`config.mk`:
```
export PLATFORM = sky130hd
export DESIGN_NAME = ordered_list_engine
export DESIGN_NICKNAME = d
export VERILOG_FILES = /design/src/hdl/ole_pkg.sv /design/src/hdl/ordered_list_engine.sv /design/src/hdl/ole_ram.sv
export SDC_FILE = /design/constraint.sdc
export NUM_CORES = 2
export LEC_CHECK = 0
export BUFFER_PORTS_ARGS = -buffer_cell sky130_fd_sc_hd__buf_2
export CORE_MARGIN = 3
export CORE_UTILIZATION = 25
export DETAILED_ROUTE_END_ITERATION = 8
export GPL_ROUTABILITY_DRIVEN = 0
export PLACE_DENSITY = 0.4
export SYNTH_ARGS = -nofsm -noshare
export SYNTH_HDL_FRONTEND = slang
export SYNTH_SLANG_ARGS = --single-unit
```
`constraint.sdc`:
```
create_clock -name clk -period 8.9 [get_ports clk]
set_input_delay 0.445 -clock clk [delete_from_list [all_inputs] [get_ports clk]]
set_output_delay 0.445 -clock clk [all_outputs]
set_load 0.05 [all_outputs]
```
`src/hdl/ole_pkg.sv`:
```
// Package for the ordered list engine: field widths, codes and transaction types.
package ole_pkg;

  localparam int CAPACITY_DEF   = 64;
  localparam int DATA_WIDTH_DEF = 32;

  localparam int POS_W    = 7;
  localparam int VALUE_W  = 32;
  localparam int INDEX_W  = 6;
  localparam int COUNT_W  = 7;

  typedef enum logic [2:0] {
    CMD_INSERT    = 3'd0,
    CMD_ERASE_POS = 3'd1,
    CMD_ERASE_VAL = 3'd2,
    CMD_FIND      = 3'd3,
    CMD_READ      = 3'd4,
    CMD_MODIFY    = 3'd5
  } cmd_t;

  typedef enum logic [2:0] {
    ST_OK       = 3'd0,
    ST_FULL     = 3'd1,
    ST_EMPTY    = 3'd2,
    ST_BADPOS   = 3'd3,
    ST_NOTFOUND = 3'd4
  } status_t;

  typedef enum logic [1:0] {
    S_IDLE,
    S_WALK,
    S_FINISH
  } state_t;

  typedef struct packed {
    cmd_t                      cmd;
    logic [POS_W-1:0]          pos;
    logic signed [VALUE_W-1:0] value;
  } request_t;

  typedef struct packed {
    status_t                   status;
    logic [INDEX_W-1:0]        found_index;
    logic signed [VALUE_W-1:0] read_value;
    logic [COUNT_W-1:0]        entry_count;
  } result_t;

endpackage

```
`src/hdl/ordered_list_engine.sv`:
```
// Top level of the ordered list engine: command decode, walk sequencer and result register.
//
//   channel   direction  handshake                  payload
//   request   in         start & !busy              ole_pkg::request_t
//   result    out        done, one cycle, no stall  ole_pkg::result_t
//
// A transaction that fails its checks, or that writes one entry with no shift, skips the
// walk and goes straight to the finish state. Shift, search, compaction and read walk n
// entries through the single RAM read port, one per cycle (n up to CAPACITY - 1 for a
// shift, up to CAPACITY for a search). The result strobe is high in the first cycle with
// busy low. Reset clears state, count and flags; the entry RAM is not cleared.
module ordered_list_engine #(
  parameter int CAPACITY   = ole_pkg::CAPACITY_DEF,
  parameter int DATA_WIDTH = ole_pkg::DATA_WIDTH_DEF
) (
  input  logic              clk,
  input  logic              rst,
  input  logic              start,
  output logic              busy,
  input  ole_pkg::request_t request,
  output logic              done,
  output ole_pkg::result_t  result
);

  localparam int AW = $clog2(CAPACITY);
  localparam int CW = $clog2(CAPACITY + 1);
  localparam int PW = (CW > ole_pkg::POS_W) ? CW : ole_pkg::POS_W;

  ole_pkg::state_t  state, state_next;
  logic [CW-1:0]    count, count_next;
  ole_pkg::cmd_t    op, op_next;
  logic [AW-1:0]    pos_r, pos_next;
  logic [DATA_WIDTH-1:0] val_r, val_next;
  ole_pkg::status_t status_r, status_next;
  logic             rd_on, rd_on_next;
  logic [AW-1:0]    rd_idx, rd_idx_next;
  logic [AW-1:0]    rd_end, rd_end_next;
  logic             rd_up, rd_up_next;
  logic             pend, pend_next;
  logic [AW-1:0]    pend_idx, pend_idx_next;
  logic [CW-1:0]    j, j_next;
  logic             hit, hit_next;
  logic [AW-1:0]    fidx, fidx_next;
  logic [DATA_WIDTH-1:0] rval, rval_next;
  logic             done_next;
  ole_pkg::result_t result_next;

  logic                  we;
  logic [AW-1:0]         waddr;
  logic [DATA_WIDTH-1:0] wdata;
  logic [DATA_WIDTH-1:0] rdata;

  ole_pkg::status_t st_pre;
  logic             walk_pre;
  logic [AW-1:0]    start_pre, end_pre;
  logic             up_pre;
  logic [PW-1:0]    pos_x, cnt_x;
  logic             full;

  ole_ram #(
    .WIDTH(DATA_WIDTH),
    .DEPTH(CAPACITY)
  ) u_ram (
    .clk  (clk),
    .we   (we),
    .waddr(waddr),
    .wdata(wdata),
    .raddr(rd_idx),
    .rdata(rdata)
  );

  assign busy = (state != ole_pkg::S_IDLE);

  // decode and check the incoming transaction
  always_comb begin
    pos_x     = PW'(request.pos);
    cnt_x     = PW'(count);
    full      = (count == CW'(CAPACITY));
    st_pre    = ole_pkg::ST_OK;
    walk_pre  = 1'b0;
    start_pre = '0;
    end_pre   = AW'(count - CW'(1));
    up_pre    = 1'b1;
    unique case (request.cmd)
      ole_pkg::CMD_INSERT: begin
        if (full) begin
          st_pre = ole_pkg::ST_FULL;
        end else if (pos_x > cnt_x) begin
          st_pre = ole_pkg::ST_BADPOS;
        end else begin
          walk_pre  = (pos_x != cnt_x);
          start_pre = AW'(count - CW'(1));
          end_pre   = AW'(request.pos);
          up_pre    = 1'b0;
        end
      end
      ole_pkg::CMD_ERASE_POS: begin
        if (count == '0) begin
          st_pre = ole_pkg::ST_EMPTY;
        end else if (pos_x >= cnt_x) begin
          st_pre = ole_pkg::ST_BADPOS;
        end else begin
          walk_pre  = ((pos_x + PW'(1)) < cnt_x);
          start_pre = AW'(pos_x + PW'(1));
        end
      end
      ole_pkg::CMD_ERASE_VAL: begin
        if (count == '0) begin
          st_pre = ole_pkg::ST_EMPTY;
        end else begin
          walk_pre = 1'b1;
        end
      end
      ole_pkg::CMD_FIND: begin
        if (count == '0) begin
          st_pre = ole_pkg::ST_NOTFOUND;
        end else begin
          walk_pre = 1'b1;
        end
      end
      ole_pkg::CMD_READ: begin
        if (pos_x >= cnt_x) begin
          st_pre = ole_pkg::ST_BADPOS;
        end else begin
          walk_pre  = 1'b1;
          start_pre = AW'(request.pos);
          end_pre   = AW'(request.pos);
        end
      end
      ole_pkg::CMD_MODIFY: begin
        if (pos_x >= cnt_x) begin
          st_pre = ole_pkg::ST_BADPOS;
        end
      end
      default: begin
        st_pre = ole_pkg::ST_BADPOS;
      end
    endcase
  end

  // next state
  always_comb begin
    state_next = state;
    unique case (state)
      ole_pkg::S_IDLE: begin
        if (start) begin
          state_next = walk_pre ? ole_pkg::S_WALK : ole_pkg::S_FINISH;
        end
      end
      ole_pkg::S_WALK: begin
        if (!rd_on && !pend) begin
          state_next = ole_pkg::S_FINISH;
        end
      end
      ole_pkg::S_FINISH: begin
        state_next = ole_pkg::S_IDLE;
      end
      default: begin
        state_next = ole_pkg::S_IDLE;
      end
    endcase
  end

  // datapath and outputs
  always_comb begin
    count_next    = count;
    op_next       = op;
    pos_next      = pos_r;
    val_next      = val_r;
    status_next   = status_r;
    rd_on_next    = rd_on;
    rd_idx_next   = rd_idx;
    rd_end_next   = rd_end;
    rd_up_next    = rd_up;
    pend_next     = pend;
    pend_idx_next = pend_idx;
    j_next        = j;
    hit_next      = hit;
    fidx_next     = fidx;
    rval_next     = rval;
    done_next     = 1'b0;
    result_next   = result;
    we            = 1'b0;
    waddr         = pend_idx;
    wdata         = rdata;
    unique case (state)
      ole_pkg::S_IDLE: begin
        if (start) begin
          op_next       = request.cmd;
          pos_next      = AW'(request.pos);
          val_next      = DATA_WIDTH'($unsigned(request.value));
          status_next   = st_pre;
          rd_on_next    = walk_pre;
          rd_idx_next   = start_pre;
          rd_end_next   = end_pre;
          rd_up_next    = up_pre;
          pend_next     = 1'b0;
          j_next        = '0;
          hit_next      = 1'b0;
          fidx_next     = '0;
          rval_next     = '0;
        end
      end
      ole_pkg::S_WALK: begin
        // advance the read pointer
        pend_next     = rd_on;
        pend_idx_next = rd_idx;
        if (rd_on) begin
          if (rd_idx == rd_end) begin
            rd_on_next = 1'b0;
          end else begin
            rd_idx_next = rd_up ? (rd_idx + AW'(1)) : (rd_idx - AW'(1));
          end
        end
        // consume the entry read last cycle
        if (pend) begin
          case (op)
            ole_pkg::CMD_INSERT: begin
              we    = 1'b1;
              waddr = pend_idx + AW'(1);
            end
            ole_pkg::CMD_ERASE_POS: begin
              we    = 1'b1;
              waddr = pend_idx - AW'(1);
            end
            ole_pkg::CMD_ERASE_VAL: begin
              if (rdata != val_r) begin
                we     = 1'b1;
                waddr  = AW'(j);
                j_next = j + CW'(1);
              end else begin
                hit_next = 1'b1;
              end
            end
            ole_pkg::CMD_FIND: begin
              if ((rdata == val_r) && !hit) begin
                hit_next  = 1'b1;
                fidx_next = pend_idx;
              end
            end
            ole_pkg::CMD_READ: begin
              rval_next = rdata;
            end
            default: begin
            end
          endcase
        end
      end
      ole_pkg::S_FINISH: begin
        done_next = 1'b1;
        if (status_r == ole_pkg::ST_OK) begin
          case (op)
            ole_pkg::CMD_INSERT: begin
              we         = 1'b1;
              waddr      = pos_r;
              wdata      = val_r;
              count_next = count + CW'(1);
            end
            ole_pkg::CMD_ERASE_POS: begin
              count_next = count - CW'(1);
            end
            ole_pkg::CMD_ERASE_VAL: begin
              if (hit) begin
                count_next = j;
              end else begin
                status_next = ole_pkg::ST_NOTFOUND;
              end
            end
            ole_pkg::CMD_FIND: begin
              if (!hit) begin
                status_next = ole_pkg::ST_NOTFOUND;
              end
            end
            ole_pkg::CMD_MODIFY: begin
              we    = 1'b1;
              waddr = pos_r;
              wdata = val_r;
            end
            default: begin
            end
          endcase
        end
        result_next.status      = status_next;
        result_next.found_index = ole_pkg::INDEX_W'(fidx);
        result_next.read_value  = ole_pkg::VALUE_W'(rval);
        result_next.entry_count = ole_pkg::COUNT_W'(count_next);
      end
      default: begin
      end
    endcase
  end

  always_ff @(posedge clk) begin
    if (rst) begin
      state <= ole_pkg::S_IDLE;
      count <= '0;
      rd_on <= 1'b0;
      pend  <= 1'b0;
      done  <= 1'b0;
    end else begin
      state <= state_next;
      count <= count_next;
      rd_on <= rd_on_next;
      pend  <= pend_next;
      done  <= done_next;
    end
  end

  always_ff @(posedge clk) begin
    op       <= op_next;
    pos_r    <= pos_next;
    val_r    <= val_next;
    status_r <= status_next;
    rd_idx   <= rd_idx_next;
    rd_end   <= rd_end_next;
    rd_up    <= rd_up_next;
    pend_idx <= pend_idx_next;
    j        <= j_next;
    hit      <= hit_next;
    fidx     <= fidx_next;
    rval     <= rval_next;
    result   <= result_next;
  end

endmodule

```
`src/hdl/ole_ram.sv`:
```
// Generic simple dual-port RAM: one write port, one read port with registered read data.
module ole_ram #(
  parameter int WIDTH = 32,
  parameter int DEPTH = 64
) (
  input  logic                     clk,
  input  logic                     we,
  input  logic [$clog2(DEPTH)-1:0] waddr,
  input  logic [WIDTH-1:0]         wdata,
  input  logic [$clog2(DEPTH)-1:0] raddr,
  output logic [WIDTH-1:0]         rdata
);

  logic [WIDTH-1:0] mem [DEPTH];

  always_ff @(posedge clk) begin
    if (we) begin
      mem[waddr] <= wdata;
    end
    rdata <= mem[raddr];
  end

endmodule
```
# Word level (Yosys, flattened, before mapping)
# Memory sizes are Yosys's and may differ from the RTL's. A register that Yosys moved wholly into a read port is not among the register bits.
# Index checks and enable logic that the tools add are counted.
# W data, S select, Z words.
dict set report op_classes {
  addsub 8
  order_cmp 3
  n_eq_ne 30
  muxes 85
  bitwise_logic 1
  reduce_logical 28
}
# op count
set ops {}
lappend ops {{$mux W32} 6}
lappend ops {{$mux W6} 20}
lappend ops {{$pmux W32 S2} 1}
lappend ops {{$pmux W6 S2} 4}
lappend ops {{$mux W7} 6}
lappend ops {{$pmux W6 S3} 2}
lappend ops {{$eq A32 B32 Y1} 1}
lappend ops {{$ne A32 B32 Y1} 1}
lappend ops {{$add A7 B1 Y7 const B} 3}
lappend ops {{$mux W1} 21}
lappend ops {{$pmux W7 S3} 1}
lappend ops {{$ne A2 B2 Y1 const B} 9}
lappend ops {{$mux W2} 8}
lappend ops {{$mux W3} 5}
lappend ops {{$pmux W3 S5} 1}
lappend ops {{$pmux W7 S2} 1}
lappend ops {{$add A6 B1 Y6 const B} 2}
lappend ops {{$eq A3 B2 Y1 const B} 4}
lappend ops {{$eq A3 B3 Y1 const B} 4}
lappend ops {{$pmux W1 S2} 6}
lappend ops {{$reduce_or A2 Y1} 6}
lappend ops {{$sub A6 B1 Y6 const B} 2}
lappend ops {{$reduce_and A5 Y1} 2}
lappend ops {{$logic_not A3 Y1} 3}
lappend ops {{other kinds (24)} 36}
dict set report totals {
  ff_bits 169
  ram_bits 2048
  inputBits 45
  output_inout_bits 50
  elab_cells 177
  mem_count 1
}
# name words word_bits read_ports rd_ports_with_merged_regs write_ports line
set mem_list {}
lappend mem_list {u_ram.mem 64 32 1 1 1 ole_ram.sv:14} ;# logic [WIDTH-1:0] mem [DEPTH];

# Logic depth before layout (Yosys ltp)
dict set report depth {
  ltp_word 8
  mapped_depth 14
  mapped_depth_nobuf 12
}

# Hierarchy
# From an unflattened synthesis, not the netlist that was laid out.
dict set report hier_totals {
  cells_unflattened 4285
  hier_area_um2 88125.8
}
# mod n_inst cells_each area_each_um2 seq_area_each_um2
set by_module_without_submodules {}
lappend by_module_without_submodules {ole_ram 1 3511 79039.6 62139.6}
lappend by_module_without_submodules {ordered_list_engine 1 774 9086.2 4954.8}

# Least setup slack after synthesis
# Ideal clock, no wire load.
dict set report synth_timing {
  path_type {register to register}
  from {register state[0]}
  to {memory u_ram.mem[55][0] (enable)}
  setup_ps 421
  arrival_ps 4656
  required_ps 8479
  path_slack_ps 3823
  stages_incl_launch_ff 11
  synth_period_minus_slack_ps 5077
  path_cell_list {dfxtp_1 -> inv_1 -> ha_1 -> clkbuf_1 -> clkinv_1 -> a21oi_1 -> o21bai_1 -> o21ai_0 -> a21o_1 -> or4b_1 -> nor2_1}
}
dict set report synth_between {
  elab_chain_cells 4
  elab_cells_between_ends 6
  classes_between {eq/ne (2); mux (4)}
}
# element line
set synth_lines {}
lappend synth_lines {{from (decl)} ordered_list_engine.sv:29} ;# ole_pkg::state_t state, state_next;
lappend synth_lines {{from (signal assigned)} ordered_list_engine.sv:295} ;# state <= ole_pkg::S_IDLE;
lappend synth_lines {{from (signal assigned)} ordered_list_engine.sv:301} ;# state <= state_next;
lappend synth_lines {{$eq A2 B2 Y1 / $eq A2 B1 Y1 (equally long branches)} ordered_list_engine.sv:186} ;# unique case (state)
lappend synth_lines {{$pmux W1 S2} ordered_list_engine.sv:186}
lappend synth_lines {{$mux W1} ole_ram.sv:17} ;# if (we) begin
lappend synth_lines {{$mux W1 (implied by the code)} ole_ram.sv:18} ;# mem[waddr] <= wdata;
lappend synth_lines {{to (decl)} ole_ram.sv:14}
# Parallel ways exist; a longest one is shown, timed or not.

# Worst setup path after layout
dict set report layout_timing {
  from {register op[2]}
  to {memory u_ram.mem[32][25] (enable)}
}
dict set report layout_between {
  elab_chain_cells 7
  elab_cells_between_ends 18
  classes_between {eq/ne (3); mux (12); reduce/logical (3)}
}
# element line
set layout_lines {}
lappend layout_lines {{from (decl)} ordered_list_engine.sv:31} ;# ole_pkg::cmd_t op, op_next;
lappend layout_lines {{from (signal assigned)} ordered_list_engine.sv:310} ;# op <= op_next;
lappend layout_lines {{$eq A3 B1 Y1 (tied with other cells)} ordered_list_engine.sv:217} ;# case (op)
lappend layout_lines {{$reduce_or A2 Y1 (no source line)} --}
lappend layout_lines {{$pmux W1 S2 / $mux W1 (equally long branches)} {ordered_list_engine.sv:217, ordered_list_engine.sv:252}}
lappend layout_lines {{$mux W1 (on tied branches)} {ordered_list_engine.sv:216, ordered_list_engine.sv:251}}
lappend layout_lines {{$pmux W1 S2} ordered_list_engine.sv:186}
lappend layout_lines {{$mux W1} ole_ram.sv:17}
lappend layout_lines {{$mux W1 (implied by the code)} ole_ram.sv:18}
# Parallel ways exist; a longest one is shown, timed or not.

==> results.ini <==
[status]
outcome = finished, final reports clean

[worst_setup_path]
reg2reg_from = op[2]$_DFFE_PP_
reg2reg_depth = 12
rrSetupSlack_ps = 2950
endpoint_kind = flop
crit_chain = nor2_1 > nand2_1 > xnor2_1 > ha_1 > nand4b_1 > o21ai_0 > xor2_1 > a221o_1 > a222oi_1 > buf_4 > nand2_2 > nor2_4
cp-start-kind = flop
critPathMaxFanout = 32
cp_top_family = simple AND/OR/NAND/NOR gates
arrival_ps = 6420
cp_slowest_stage_delay_ps = 1170
required_ps = 9370
crit_type = flop to flop
critPathBufInv = 1
critPathSlowestCell = nor2_4
reg2reg_to = u_ram.mem[32][25]$_DFFE_PP_

[floorplan]
rows = 216
die-area_um2 = 355000
fp.coreArea_um2 = 346000
fp.dieW_um = 596
initial_core_util_pct = 25.1
io_pins = 95
die_y_um = 596

[cts]
cts_max_level = 4
cts.sinks = 2249
clkTransAtPathRegs_ps = 60
clockBufferDepth = 4
cts_resized = 0
tritoncts = built
cts_inserted_buffers = 239
clock-root-buffer = clkbuf_16
clk_latency_ps = 880
cts_hold_buf = 43
cts_setup_buffers = 0

[grt]
grt_pass1_wl_um = 369000
antenna_found_initial = 54
grt_overflow_total = 0
grt_pass1_vias = 41100
grt_max_degree = 107
grt_use_total_pct = 15.0

[detailed_routing]
drc = 0
wl_per_cell_um = 30.7
antenna_left = 0
avgViaCountPerCell = 4.61
vias = 40500
wl_um = 270000
drtPass1Iterations = 5
initialDrtViolationCount = 4337

[cells_and_area]
drive_above_1_share_pct = 31.3
nNetsFinal = 4082
regArea_um2 = 67100
syn2layout_area_growth_pct = 17.1
n_fill_cell = 33700
multiInputGateArea_um2 = 19700

[synth]
ys_types = 70
avgSynthCellArea_um2 = 23.4
synth_seq_cells = 2249
ys_seq_area_share_pct = 77.1
synth_area_leader_cell = edfxtp_1
synth_ff_type = edfxtp_1
yosysWarnings = 0
synth_edf_count = 2205
syn_inst = 3716
synth_top_area_share_pct = 76.1
syn_nets = 3789
async_flop_share_pct = 0
syn_area_um2 = 87000
netlist_top_cells_area = edfxtp_1, mux4_2, dfxtp_1

[timing]
worst_pin_slew_ps = 1240
maxSlewViolCount = 0
finalHoldViolations = 0
min_period_over_period_pct = 66.8
tns_ps = 0
period_needed_ps = 5950
setup_violations = 0
rsz0062_at_grt = false
fin_ws_ps = 2950
finClkSkew_ps = 43.7
max_slew_margin_pct = 17.3
max_freq_mhz = 168

[hold_path]
hp-class = input pin to flop
whs_path_depth = 2
min-delay-start = request[7]
hold_end = val_r[7]$_DFFE_PP_

[place]
port_buffers = 94
hpwlAfterDp_um = 163000
dpl_worst_slack_ps = 3110

[power_and_ir_drop]
p_leak_uw = 0.0308
ir_worst_vdd_mv = 0.161
power-per-cell-area_nw_per_um2 = 257

[flow_run]
drv_cap = 0

per-stage QoR:
step / total power, µW / instances / hold slack, ps / util [%] / instance area [µm²]
6_report: 26200 / 8784 / 317 / 29.4 / 102000
5_1_grt: 27200 / 8771 / 272 / 29.4 / 102000
4_1_cts: 26600 / 8770 / 233 / 29.4 / 102000
3_5_place_dp: 16900 / 8303 / 405 / 27.1 / 94000
3_3_place_gp: 16800 / 8303 / 408 / 27.1 / 94000
2_1_floorplan: 14800 / 3716 / 400 / - / 87000
report_power, final:
| part | internal (µW) | total [µW] | switching [µW] |
|---|---|---|---|
| logic | 994 | 3740 | 2740 |
| registers | 12700 | 12800 | 111 |
| clock network | 5520 | 9660 | 4130 |
metal layers:
| layer | track usage [%] | wire length (µm) | vias to the layer above |
|---|---|---|---|
| li1 | - | - | 16500 |
| met1 | 22.0 | 124000 | 22500 |
| met2 | 23.4 | 125000 | 1212 |
| met3 | 2.58 | 16600 | 256 |
| met4 | 2.57 | 4020 | 4 |
| met5 | 0 | 27 | - |
placed cells by master, fill, tap and decap left out, drive strengths merged, types with 18 or more instances in the layout:
master       instances
edfxtp            2205
mux4               663
clkbuf             298
buf                206
clkinv              95
nor2                94
xnor2               53
and2                48
mux2                45
dfxtp               44
dlygate4sd3         43
o21ai               35
nand2               32
a21oi               29
inv                 28
ha                  27
mux2i               23
nand3               20
bufinv              18
state kept, by name (all words and copies together), names as in the netlist:
| register | cells |
|---|---|
| u_ram.rdata | 32 |
| rd_on | 1 |
| u_ram.mem | 2048 |
| status_r | 3 |
| pend_idx | 6 |
| op | 3 |
| cnt_x | 7 |
| pend | 1 |
| fidx | 6 |
| pos_r | 6 |
| hit | 1 |
| rd_idx | 6 |
| result | 48 |
| state | 2 |
| rd_up | 1 |
| j | 7 |
| rd_end | 6 |
| done | 1 |
| val_r | 32 |
| rval | 32 |
kinds of logic (layout without fill, tap and decap cells):
group	Yosys count	in the layout	synth area share [%]
XOR/XNOR	66	66	0.664
multiplexers	731	731	18.0
AND/OR/NAND/NOR	272	272	1.68
buffers and inverters	221	697	0.981
adder cells (fa/ha/maj)	28	28	0.411
flip-flops	2249	2249	77.1
AO/OA/AOI/OAI	149	149	1.15
other	0	14	0
layout make-up:
class / count / area share, %
multi-input cells: 1246 / 19.3
inverters: 24 / 0.0884
clock buffers: 298 / 6.22
repair buffers: 249 / 1.83
diodes: 14 / 0.0344
clock inverters: 126 / 1.06
flip-flops and latches: 2249 / 65.8
well taps: 4578 / 5.62
worst max-delay path by stage:
stage,end,from,cells past startpoint,slack [ps]
after floorplan,u_ram.mem[55][0]$_DFFE_PP_,state[0]$_SDFFE_PP0P_,10,3820
after global routing,u_ram.mem[33][12]$_DFFE_PP_,op[2]$_DFFE_PP_,12,2710
after global placement,u_ram.mem[32][25]$_DFFE_PP_,op[2]$_DFFE_PP_,12,2980
after CTS,u_ram.mem[4][19]$_DFFE_PP_,op[2]$_DFFE_PP_,12,3110
final,u_ram.mem[32][25]$_DFFE_PP_,op[2]$_DFFE_PP_,12,2950
after detailed placement,u_ram.mem[32][11]$_DFFE_PP_,op[2]$_DFFE_PP_,12,3110
cell usage after synthesis (all sizes together) (20+ instances only):
cell type     n
o21ai        35
and2         48
mux2i        23
inv          23
nand3        20
mux2         45
nor2         94
ha           27
clkbuf      126
buf          71
nand2        32
edfxtp     2205
mux4        663
a21oi        29
dfxtp        44
xnor2        53
worst reg2reg max path: stages (launching register included):
cell and delay [ps]:
edfxtp_1 570, nor2_1 730, nand2_1 160, xnor2_1 180
ha_1 230, nand4b_1 110, o21ai_0 130, xor2_1 160
a221o_1 300, a222oi_1 930, buf_4 290, nand2_2 510
nor2_4 1200
No activity file was read; power rests on OpenSTA's default activity.
